### src/sv/mscg_pkg.sv
// ============================================================================
// Multi-stop colour gradient package
// Shared types, codes and constants for the gradient controller and datapath.
// ============================================================================
package mscg_pkg;

    // Defaults for the top-level parameters.
    localparam int MAX_STOPS_DEF     = 16;
    localparam int POSITION_BITS_DEF = 16;

    // Fixed field widths.
    localparam int POS_FIELD_W = 16;
    localparam int CHAN_W      = 8;
    localparam int COLOR_W     = 4 * CHAN_W;
    localparam int STATUS_W    = 2;

    // Blend factor is unsigned Q1.16.
    localparam int FRAC_BITS = 16;
    localparam int DCNT_W    = $clog2(FRAC_BITS);

    // Item opcodes.
    localparam logic OP_INSERT = 1'b0;
    localparam logic OP_QUERY  = 1'b1;

    // Result status codes.
    localparam logic [STATUS_W-1:0] ST_OK    = 2'd0;
    localparam logic [STATUS_W-1:0] ST_FULL  = 2'd1;
    localparam logic [STATUS_W-1:0] ST_EMPTY = 2'd2;

    typedef enum logic [2:0] {
        S_IDLE,
        S_DECODE,
        S_FIRST,
        S_READ,
        S_CHECK,
        S_DIV,
        S_MUL,
        S_SUM
    } t_state;

    typedef enum logic [1:0] {
        SEL_ZERO,
        SEL_CUR,
        SEL_BLEND
    } t_out_sel;

    // Commands from the controller to the datapath.
    typedef struct packed {
        logic                load;
        logic                write;
        logic                rd;
        logic                take;
        logic                inc;
        logic                div_init;
        logic                div_step;
        logic                mul;
        logic                emit;
        t_out_sel            sel;
        logic [STATUS_W-1:0] code;
    } t_cmd;

    // Status from the datapath to the controller.
    typedef struct packed {
        logic is_query;
        logic full;
        logic empty;
        logic below_eps;
        logic last;
        logic above;
        logic div_last;
    } t_sts;

endpackage

### src/sv/mscg_ctrl.sv
// ============================================================================
// Gradient controller
// Sequences inserts, the stop scan, the division and the blend.
// ============================================================================
module mscg_ctrl (
    input  logic            i_clk,
    input  logic            i_rst_n,
    input  logic            i_start,
    output logic            o_busy,
    input  mscg_pkg::t_sts  i_sts,
    output mscg_pkg::t_cmd  o_cmd
);
    import mscg_pkg::*;

    t_state r_state;
    t_state n_state;

    always_ff @(posedge i_clk) begin
        if (!i_rst_n) begin
            r_state <= S_IDLE;
        end else begin
            r_state <= n_state;
        end
    end

    always_comb begin
        n_state = r_state;
        case (r_state)
            S_IDLE: begin
                if (i_start) begin
                    n_state = S_DECODE;
                end
            end
            S_DECODE: begin
                if (!i_sts.is_query || i_sts.empty) begin
                    n_state = S_IDLE;
                end else begin
                    n_state = S_FIRST;
                end
            end
            S_FIRST: begin
                if (i_sts.below_eps || i_sts.last) begin
                    n_state = S_IDLE;
                end else begin
                    n_state = S_READ;
                end
            end
            S_READ: begin
                n_state = S_CHECK;
            end
            S_CHECK: begin
                if (i_sts.above) begin
                    n_state = S_DIV;
                end else if (i_sts.last) begin
                    n_state = S_IDLE;
                end else begin
                    n_state = S_READ;
                end
            end
            S_DIV: begin
                if (i_sts.div_last) begin
                    n_state = S_MUL;
                end
            end
            S_MUL: begin
                n_state = S_SUM;
            end
            S_SUM: begin
                n_state = S_IDLE;
            end
            default: begin
                n_state = S_IDLE;
            end
        endcase
    end

    always_comb begin
        o_cmd      = '0;
        o_cmd.sel  = SEL_ZERO;
        o_cmd.code = ST_OK;
        case (r_state)
            S_IDLE: begin
                o_cmd.load = i_start;
            end
            S_DECODE: begin
                if (!i_sts.is_query) begin
                    o_cmd.emit  = 1'b1;
                    o_cmd.write = !i_sts.full;
                    o_cmd.code  = i_sts.full ? ST_FULL : ST_OK;
                end else if (i_sts.empty) begin
                    o_cmd.emit = 1'b1;
                    o_cmd.code = ST_EMPTY;
                end else begin
                    o_cmd.rd = 1'b1;
                end
            end
            S_FIRST: begin
                o_cmd.take = 1'b1;
                if (i_sts.below_eps || i_sts.last) begin
                    o_cmd.emit = 1'b1;
                    o_cmd.sel  = SEL_CUR;
                end else begin
                    o_cmd.inc = 1'b1;
                end
            end
            S_READ: begin
                o_cmd.rd = 1'b1;
            end
            S_CHECK: begin
                if (i_sts.above) begin
                    o_cmd.div_init = 1'b1;
                end else begin
                    o_cmd.take = 1'b1;
                    if (i_sts.last) begin
                        o_cmd.emit = 1'b1;
                        o_cmd.sel  = SEL_CUR;
                    end else begin
                        o_cmd.inc = 1'b1;
                    end
                end
            end
            S_DIV: begin
                o_cmd.div_step = 1'b1;
            end
            S_MUL: begin
                o_cmd.mul = 1'b1;
            end
            S_SUM: begin
                o_cmd.emit = 1'b1;
                o_cmd.sel  = SEL_BLEND;
            end
            default: begin
                o_cmd = '0;
            end
        endcase
    end

    assign o_busy = (r_state != S_IDLE);

endmodule

### src/sv/mscg_dp.sv
// ============================================================================
// Gradient datapath
// Stop table, scan registers, restoring divider, blend and result registers.
// ============================================================================
module mscg_dp #(
    parameter int MAX_STOPS     = mscg_pkg::MAX_STOPS_DEF,
    parameter int POSITION_BITS = mscg_pkg::POSITION_BITS_DEF
) (
    input  logic                                i_clk,
    input  logic                                i_rst_n,
    input  mscg_pkg::t_cmd                      i_cmd,
    output mscg_pkg::t_sts                      o_sts,
    input  logic                                i_opcode,
    input  logic [mscg_pkg::POS_FIELD_W-1:0]    i_position,
    input  logic [mscg_pkg::CHAN_W-1:0]         i_in_red,
    input  logic [mscg_pkg::CHAN_W-1:0]         i_in_green,
    input  logic [mscg_pkg::CHAN_W-1:0]         i_in_blue,
    input  logic [mscg_pkg::CHAN_W-1:0]         i_in_alpha,
    output logic                                o_valid,
    output logic [mscg_pkg::CHAN_W-1:0]         o_out_red,
    output logic [mscg_pkg::CHAN_W-1:0]         o_out_green,
    output logic [mscg_pkg::CHAN_W-1:0]         o_out_blue,
    output logic [mscg_pkg::CHAN_W-1:0]         o_out_alpha,
    output logic [mscg_pkg::STATUS_W-1:0]       o_status
);
    import mscg_pkg::*;

    // Stored positions keep only the bits that the position field can carry.
    localparam int PW       = (POSITION_BITS < POS_FIELD_W) ? POSITION_BITS : POS_FIELD_W;
    localparam int SW       = PW + 1;
    localparam int EPS_CODE = ((1 << POSITION_BITS) + 5000) / 10000;
    localparam int CW       = $clog2(MAX_STOPS + 1);
    localparam int IW       = $clog2(MAX_STOPS);
    localparam int FW       = FRAC_BITS + 1;
    localparam int PROD_W   = CHAN_W + 1 + FW + 1;
    localparam int ROUND    = 1 << (FRAC_BITS - 1);

    // Stop table.
    logic [PW-1:0]      mem_pos [MAX_STOPS];
    logic [COLOR_W-1:0] mem_col [MAX_STOPS];

    logic               r_op;
    logic [PW-1:0]      r_pos;
    logic [COLOR_W-1:0] r_col;
    logic [CW-1:0]      r_count;
    logic [IW-1:0]      r_idx;
    logic [PW-1:0]      r_rd_pos;
    logic [COLOR_W-1:0] r_rd_col;
    logic [PW-1:0]      r_prev_pos;
    logic [COLOR_W-1:0] r_prev_col;

    // Divider.
    logic [PW-1:0]        r_rem;
    logic [PW-1:0]        r_ms;
    logic [FRAC_BITS-1:0] r_q;
    logic [DCNT_W-1:0]    r_dcnt;
    logic                 r_fzero;
    logic                 r_fclamp;

    logic signed [PROD_W-1:0] r_prod [4];

    logic               r_valid;
    logic [COLOR_W-1:0] r_out_col;
    logic [STATUS_W-1:0] r_out_st;

    logic signed [PW:0] off;
    logic signed [PW:0] span;
    logic [PW-1:0]      mo;
    logic [PW-1:0]      ms;
    logic [PW:0]        trial;
    logic [FW-1:0]      frac;
    logic [COLOR_W-1:0] blend_col;

    // Scan status.
    always_comb begin
        o_sts.is_query  = (r_op == OP_QUERY);
        o_sts.full      = (r_count >= CW'(MAX_STOPS));
        o_sts.empty     = (r_count == '0);
        o_sts.below_eps = ({1'b0, r_pos} < ({1'b0, r_rd_pos} + SW'(EPS_CODE)));
        o_sts.last      = ((CW'(r_idx) + CW'(1)) == r_count);
        o_sts.above     = (r_pos < r_rd_pos);
        o_sts.div_last  = (r_dcnt == DCNT_W'(FRAC_BITS - 1));
    end

    always_ff @(posedge i_clk) begin
        if (i_cmd.load) begin
            r_op  <= i_opcode;
            r_pos <= i_position[PW-1:0];
            r_col <= {i_in_red, i_in_green, i_in_blue, i_in_alpha};
        end
    end

    always_ff @(posedge i_clk) begin
        if (!i_rst_n) begin
            r_count <= '0;
            r_idx   <= '0;
        end else begin
            if (i_cmd.write) begin
                r_count <= r_count + CW'(1);
            end
            if (i_cmd.load) begin
                r_idx <= '0;
            end else if (i_cmd.inc) begin
                r_idx <= r_idx + IW'(1);
            end
        end
    end

    always_ff @(posedge i_clk) begin
        if (i_cmd.write) begin
            mem_pos[r_count[IW-1:0]] <= r_pos;
            mem_col[r_count[IW-1:0]] <= r_col;
        end
    end

    always_ff @(posedge i_clk) begin
        if (i_cmd.rd) begin
            r_rd_pos <= mem_pos[r_idx];
            r_rd_col <= mem_col[r_idx];
        end
    end

    always_ff @(posedge i_clk) begin
        if (i_cmd.take) begin
            r_prev_pos <= r_rd_pos;
            r_prev_col <= r_rd_col;
        end
    end

    // Offset and span magnitudes, relative to the earlier stop.
    always_comb begin
        off   = $signed({1'b0, r_pos}) - $signed({1'b0, r_prev_pos});
        span  = $signed({1'b0, r_rd_pos}) - $signed({1'b0, r_prev_pos});
        mo    = off[PW] ? PW'(-off) : off[PW-1:0];
        ms    = span[PW] ? PW'(-span) : span[PW-1:0];
        trial = {r_rem, 1'b0};
    end

    always_ff @(posedge i_clk) begin
        if (i_cmd.div_init) begin
            r_rem    <= mo;
            r_ms     <= ms;
            r_q      <= '0;
            r_dcnt   <= '0;
            r_fzero  <= (span == '0) || (mo == '0) || (off[PW] != span[PW]);
            r_fclamp <= (mo >= ms);
        end else if (i_cmd.div_step) begin
            r_dcnt <= r_dcnt + DCNT_W'(1);
            if (trial >= {1'b0, r_ms}) begin
                r_rem <= PW'(trial - {1'b0, r_ms});
                r_q   <= {r_q[FRAC_BITS-2:0], 1'b1};
            end else begin
                r_rem <= trial[PW-1:0];
                r_q   <= {r_q[FRAC_BITS-2:0], 1'b0};
            end
        end
    end

    always_comb begin
        if (r_fzero) begin
            frac = '0;
        end else if (r_fclamp) begin
            frac = FW'(1) << FRAC_BITS;
        end else begin
            frac = {1'b0, r_q};
        end
    end

    // Each channel is c0 + round((c1 - c0) * frac / 2^16).
    always_ff @(posedge i_clk) begin
        if (i_cmd.mul) begin
            for (int k = 0; k < 4; k++) begin
                r_prod[k] <= PROD_W'(
                    ($signed({1'b0, r_rd_col[k*CHAN_W +: CHAN_W]})
                     - $signed({1'b0, r_prev_col[k*CHAN_W +: CHAN_W]}))
                    * $signed({1'b0, frac}));
            end
        end
    end

    always_comb begin
        logic signed [PROD_W-1:0] rounded;
        logic signed [PROD_W-1:0] shifted;
        blend_col = '0;
        for (int k = 0; k < 4; k++) begin
            rounded = r_prod[k] + PROD_W'(ROUND);
            shifted = rounded >>> FRAC_BITS;
            blend_col[k*CHAN_W +: CHAN_W] =
                r_prev_col[k*CHAN_W +: CHAN_W] + shifted[CHAN_W-1:0];
        end
    end

    always_ff @(posedge i_clk) begin
        if (!i_rst_n) begin
            r_valid <= 1'b0;
        end else begin
            r_valid <= i_cmd.emit;
        end
    end

    always_ff @(posedge i_clk) begin
        if (i_cmd.emit) begin
            r_out_st <= i_cmd.code;
            case (i_cmd.sel)
                SEL_ZERO:  r_out_col <= '0;
                SEL_CUR:   r_out_col <= r_rd_col;
                SEL_BLEND: r_out_col <= blend_col;
                default:   r_out_col <= '0;
            endcase
        end
    end

    assign o_valid     = r_valid;
    assign o_out_red   = r_out_col[4*CHAN_W-1 -: CHAN_W];
    assign o_out_green = r_out_col[3*CHAN_W-1 -: CHAN_W];
    assign o_out_blue  = r_out_col[2*CHAN_W-1 -: CHAN_W];
    assign o_out_alpha = r_out_col[CHAN_W-1 -: CHAN_W];
    assign o_status    = r_out_st;

endmodule

### src/sv/multi_stop_color_gradient_core.sv
// ============================================================================
// Multi-stop colour gradient core
// Holds a table of colour stops and returns the blended colour at a position.
// ============================================================================
// An item is taken when start is high and busy is low; each item gives exactly
// one result, shown on the o_out_* and o_status ports for a single cycle while
// o_valid is high. The receiver cannot hold results off, so capture them on
// that cycle. An insert, or a query on an empty table, is answered from the
// decode state. A query first reads and checks the first stop, then reads and
// checks each further stop of the table in turn; a query that lands between
// two stops then runs the blend-factor division, which forms one quotient bit
// for each of the sixteen fraction bits, and then the multiply and the sum of
// the blend. Busy falls as the result appears, so the next item can be
// accepted at the edge that takes the result. Query time grows with the table
// index of the upper stop of the pair, as the single-port stop table is read
// one entry at a time, and with the one-bit-per-cycle restoring divider.
// ============================================================================
module multi_stop_color_gradient_core #(
    parameter int MAX_STOPS     = mscg_pkg::MAX_STOPS_DEF,
    parameter int POSITION_BITS = mscg_pkg::POSITION_BITS_DEF
) (
    input  logic                             i_clk,
    input  logic                             i_rst_n,
    input  logic                             start,
    output logic                             busy,
    input  logic                             i_opcode,
    input  logic [mscg_pkg::POS_FIELD_W-1:0] i_position,
    input  logic [mscg_pkg::CHAN_W-1:0]      i_in_red,
    input  logic [mscg_pkg::CHAN_W-1:0]      i_in_green,
    input  logic [mscg_pkg::CHAN_W-1:0]      i_in_blue,
    input  logic [mscg_pkg::CHAN_W-1:0]      i_in_alpha,
    output logic                             o_valid,
    output logic [mscg_pkg::CHAN_W-1:0]      o_out_red,
    output logic [mscg_pkg::CHAN_W-1:0]      o_out_green,
    output logic [mscg_pkg::CHAN_W-1:0]      o_out_blue,
    output logic [mscg_pkg::CHAN_W-1:0]      o_out_alpha,
    output logic [mscg_pkg::STATUS_W-1:0]    o_status
);
    import mscg_pkg::*;

    // The controller and datapath talk only through these two structs.
    t_cmd cmd;
    t_sts sts;

    // The controller walks the table one stop at a time. The first stop is
    // checked against the epsilon; after that the scan stops at the first
    // entry lying above the query position, and the entry before it becomes
    // the lower end of the blend.
    mscg_ctrl u_ctrl (
        .i_clk   (i_clk),
        .i_rst_n (i_rst_n),
        .i_start (start),
        .o_busy  (busy),
        .i_sts   (sts),
        .o_cmd   (cmd)
    );

    // The datapath holds the stop table, the inputs of the current item, the
    // divider that forms the blend factor and the registered result.
    mscg_dp #(
        .MAX_STOPS     (MAX_STOPS),
        .POSITION_BITS (POSITION_BITS)
    ) u_dp (
        .i_clk       (i_clk),
        .i_rst_n     (i_rst_n),
        .i_cmd       (cmd),
        .o_sts       (sts),
        .i_opcode    (i_opcode),
        .i_position  (i_position),
        .i_in_red    (i_in_red),
        .i_in_green  (i_in_green),
        .i_in_blue   (i_in_blue),
        .i_in_alpha  (i_in_alpha),
        .o_valid     (o_valid),
        .o_out_red   (o_out_red),
        .o_out_green (o_out_green),
        .o_out_blue  (o_out_blue),
        .o_out_alpha (o_out_alpha),
        .o_status    (o_status)
    );

endmodule
### config.mk
export PLATFORM = sky130hd
export DESIGN_NAME = multi_stop_color_gradient_core
export DESIGN_NICKNAME = d
export VERILOG_FILES = /design/src/sv/mscg_pkg.sv /design/src/sv/mscg_ctrl.sv /design/src/sv/mscg_dp.sv /design/src/sv/multi_stop_color_gradient_core.sv
export SDC_FILE = /design/constraint.sdc
export NUM_CORES = 2
export LEC_CHECK = 0
export BUFFER_PORTS_ARGS = -buffer_cell sky130_fd_sc_hd__buf_4
export CAP_MARGIN = 20
export CELL_PAD_IN_SITES_DETAIL_PLACEMENT = 0
export CELL_PAD_IN_SITES_GLOBAL_PLACEMENT = 2
export CORE_MARGIN = 2
export CORE_UTILIZATION = 42
export CTS_CLUSTER_DIAMETER = 50
export CTS_CLUSTER_SIZE = 25
export DETAILED_ROUTE_END_ITERATION = 8
export PLACE_DENSITY_LB_ADDON = 0.1
export SLEW_MARGIN = 25
export SYNTH_ARGS = -nofsm -noshare
export SYNTH_HDL_FRONTEND = slang
export SYNTH_SLANG_ARGS = --single-unit
export TNS_END_PERCENT = 10
### constraint.sdc
create_clock -name i_clk -period 7.1 [get_ports i_clk]
set_input_delay 0.71 -clock i_clk [delete_from_list [all_inputs] [get_ports i_clk]]
set_output_delay 0.71 -clock i_clk [all_outputs]
set_load 0.01 [all_outputs]
==> results.yml <==
outcome:
  outcome: "finished, final reports clean"
global_routing:
  grt_pass1_wl_um: 236700
  grt_max_degree: 104
  antenna_found_initial: 5
  first_global_vias: 37510
  grt.overflow.total: 0
  grt_use_total_pct: 20.91
power:
  sequential_power_share_pct: 52.5
  totalPowerFinal_w: 0.01320
  power_switching_share_pct: 23.70
  leakagePower_nw: 26.90
  power.internal_w: 0.01007
  clock_power_share_pct: 44.0
  power_density_mw_per_mm2: 187.4
  p_switching_w: 0.003127
  peakVddDrop_mv: 0.2194
  combPwrFrac_pct: 3.5
die:
  design.portCount: 88
  die_h_um: 389.7
  die_x_um: 389.7
  starting_density_of_the_core_pct: 42.30
  core_region_area_mm2: 0.1477
  die_area_mm2: 0.1518
  rows: 141
yosys:
  number_of_enable_flip_flop_cells_after_synthesis: 1017
  synth.avg_cell_area_um2: 13.92
  syn_area_mm2: 0.06247
  synth.yosys.seq_area_share_pct: 49.95
  ys_types: 83
  synth_top_flop_cell: "sky130_fd_sc_hd__edfxtp_1"
  syn_nets: 5346
  synthesis_warnings: 0
  syn-instance-count: 4486
  synth_seq_cells: 1050
  postSynth.asyncResetShare_pct: 0
worst_setup_path:
  reg2reg_from: "u_dp.r_prev_col[1]$_DFFE_PP_"
  critPathArrivalTime_ns: 7.39
  cp_top_family: "adder cells"
  cpMaxStageDelayCell: "sky130_fd_sc_hd__fa_1"
  end_kind: "flip-flop"
  setup.worst_path.start_class: "flip-flop"
  crit_type: "reg2reg"
  reg2reg_setup_slack_ns: 0.15
  critical_path.most_common_cell: "sky130_fd_sc_hd__fa_1"
  critical_path.reg2reg.endpoint: "u_dp.r_prod[0][22]$_DFFE_PP_"
  worst-path-max-fanout: 3
  slowest_delay_ns: 0.60
  required_ns: 7.54
  worst-path-buf-inv: 6
  rr_worst_depth: 30
cells_and_area:
  final_layout_size_suffix_gt1_share_pct: 17.76
  areaGrowthSynthToFinish_pct: 12.75
  layout_common_cells: "sky130_fd_sc_hd__edfxtp_1 (1,017), sky130_fd_sc_hd__nor2_1 (479), sky130_fd_sc_hd__inv_1 (436)"
  most_common_cell_after_layout_fill_and_taps_aside: "sky130_fd_sc_hd__edfxtp_1"
  layout_nets: 5545
  instances_no_fill: 6707
  finalCoreUtilization_pct: 47.70
cts:
  htree_num_levels: 3
  clock_insertion_delay_worst_skew_ns: 0.78
  tritoncts_buffer_count: 104
  cts.root.buffer_cell: "sky130_fd_sc_hd__clkbuf_16"
  cts.hold.buffers_added: 0
  cts_tree: "yes"
  cts_sinks: 1050
  clkSlewWorstSetupHoldPaths_ns: 0.07
  max-clock-path-buffers: 3
detailed_routing:
  wl_um: 155600
  viasPerCell: 5.322
  drt_drc_violations_left: 0
  number_of_drc_violations_after_detailed_routing_iteration_0: 2871
  vias: 35690
  routedWlPerCell_um: 23.20
  detailedRoute.firstPassIterationCount: 5
  drtAntennaViolNets: 0
place:
  dp_cells: 6503
  portBuffers: 87
  place_congestion: 0.7890
  dpl.hpwl_um: 105900
  placement.setup.worst_slack_ns: -0.2035
sta:
  skew_ns: 0.1024
  slew_headroom_pct: 30.59
  report.final.slew_viol_count: 0
  finalCriticalPeriod_ns: 6.954
  worst_pin_slew_ns: 1.041
  layout_setup_ws_ns: 0.1461
  rsz0062_at_grt: "true"
  layout_worst_path_cycle_share_pct: 97.94
  setup-violations-final: 0
  final_hold_viol_count: 0
  clock.fmax_mhz: 143.8
  setup_total_negative_slack_ns: 0
worst_hold_path:
  count_of_cells_along_the_worst_hold_path: 1
  hold_startpoint: "i_position[11]"
  min_delay_worst_endpoint: "u_dp.r_pos[11]$_DFFE_PP_"
  hold_class: "in2reg"
run:
  max_cap_violations: 0
[sequential cells by signal, summed over array words and instances (netlist names), 4 cells and up]
| signal | count |
|---|---|
| u_dp.r_dcnt | 4 |
| u_dp.r_count | 5 |
| u_dp.r_out_col | 32 |
| u_dp.r_rem | 16 |
| u_dp.r_prev_pos | 16 |
| u_dp.r_prev_col | 32 |
| u_dp.r_prod | 36 |
| u_dp.r_q | 16 |
| u_dp.mem_col | 512 |
| u_dp.r_pos | 16 |
| u_dp.r_col | 32 |
| u_dp.mem_pos | 256 |
| u_dp.r_rd_pos | 16 |
| u_dp.r_ms | 16 |
| u_dp.r_rd_col | 32 |
| u_dp.r_idx | 4 |
[power by group through the flow]
stage | Combinational (W) | Clock, W | Sequential [W]
6_report | 0.000461 | 0.00581 | 0.00693
5_1_grt | 0.000521 | 0.00619 | 0.00694
4_1_cts | 0.000465 | 0.00595 | 0.00693
3_5_place_dp | 0.000463 | 0 | 0.00707
3_3_place_gp | 0.000460 | 0 | 0.00706
2_1_floorplan | 0.000271 | 0 | 0.00704
[worst register-to-register path: cells and delay by family, from the launching register on]
family | cells | cell delay [ns]
and+or+nand+nor | 6 | 1.07
xor gates and xnor gates | 1 | 0.07
DFF | 1 | 0.34
AOI/OAI and AO/OA | 10 | 1.65
adders and majority gates | 7 | 3.00
buffers and inverters | 6 | 0.53
[timing repair]
| action | 4_1_cts | 5_1_grt |
|---|---|---|
| gates resized for setup | 5 | 41 |
| pin swaps | 0 | 33 |
| setup buffers | 0 | 5 |
| setup endpoints to repair | 5 | 22 |
| endpoints found under the hold margin | 0 | 0 |
| gates cloned | 0 | 0 |
[routing by layer]
layer,up-vias,wire length (um),track usage [%]
met5,-,33,0
met4,4,2437,3.946
met3,163,7277,3.196
met2,706,72330,33.20
met1,18480,73520,30.76
li1,16350,-,-
[per-stage QoR]
step                cell area [um2]  hold WS (ns)
finish                        70430        0.1019
global route                  70430       0.05984
CTS                           70200       0.03138
detailed placement            66490        0.4701
global placement              66430        0.4649
floorplan                     62470        0.4504
[synth_stat cells, drive strengths merged, types with 59 or more instances]
| cell type | count | area share (%) |
|---|---|---|
| o21ai | 76 | 0.61 |
| nand2b | 160 | 1.6 |
| clkbuf | 157 | 0.94 |
| edfxtp | 1017 | 49 |
| xnor2 | 162 | 2.3 |
| nand2 | 180 | 1.1 |
| or2 | 59 | 0.59 |
| a21oi | 95 | 0.78 |
| inv | 440 | 2.6 |
| fa | 431 | 14 |
| nor2 | 498 | 3.0 |
| ha | 377 | 7.6 |
| xor2 | 60 | 0.84 |
| mux4 | 240 | 8.7 |
[cells by family (layout without fill, tap and decap cells)]
logic type,count (synthesis),in the layout,share of synthesized area (%)
muxes,261,261,9.008
adders and majority gates,808,808,21.36
other,0,1,0
buffers and inverters,616,906,3.706
DFF,1050,1050,49.95
xor gates and xnor gates,223,223,3.149
and+or+nand+nor,1124,1124,8.499
AOI/OAI and AO/OA,404,404,4.329
[final cells by class]
class	count	area [um2]
diodes	1	2.502
clock buffers	107	2614
clock inverters	90	1092
fillers	12950	77230
inverters	441	1655
multi-input cells	2820	29280
flip-flops and latches	1050	31210
well taps	1930	2415
repair buffers	268	2155
[how the worst max path moves through the flow]
stage                                  start                      endpoint  slack (ns)  depth (start not counted)
6_report        u_dp.r_prev_col[1]$_DFFE_PP_  u_dp.r_prod[0][22]$_DFFE_PP_        0.15                         30
5_1_grt        u_dp.r_prev_col[24]$_DFFE_PP_  u_dp.r_prod[3][23]$_DFFE_PP_       -0.14                         28
4_1_cts         u_dp.r_prev_col[1]$_DFFE_PP_  u_dp.r_prod[0][23]$_DFFE_PP_        0.01                         30
3_5_place_dp    u_dp.r_prev_col[1]$_DFFE_PP_  u_dp.r_prod[0][23]$_DFFE_PP_       -0.20                         30
3_3_place_gp    u_dp.r_prev_col[1]$_DFFE_PP_  u_dp.r_prod[0][23]$_DFFE_PP_       -0.25                         30
2_1_floorplan   u_dp.r_prev_col[1]$_DFFE_PP_  u_dp.r_prod[0][23]$_DFFE_PP_        0.40                         31
(Power assumes the default switching activity.)
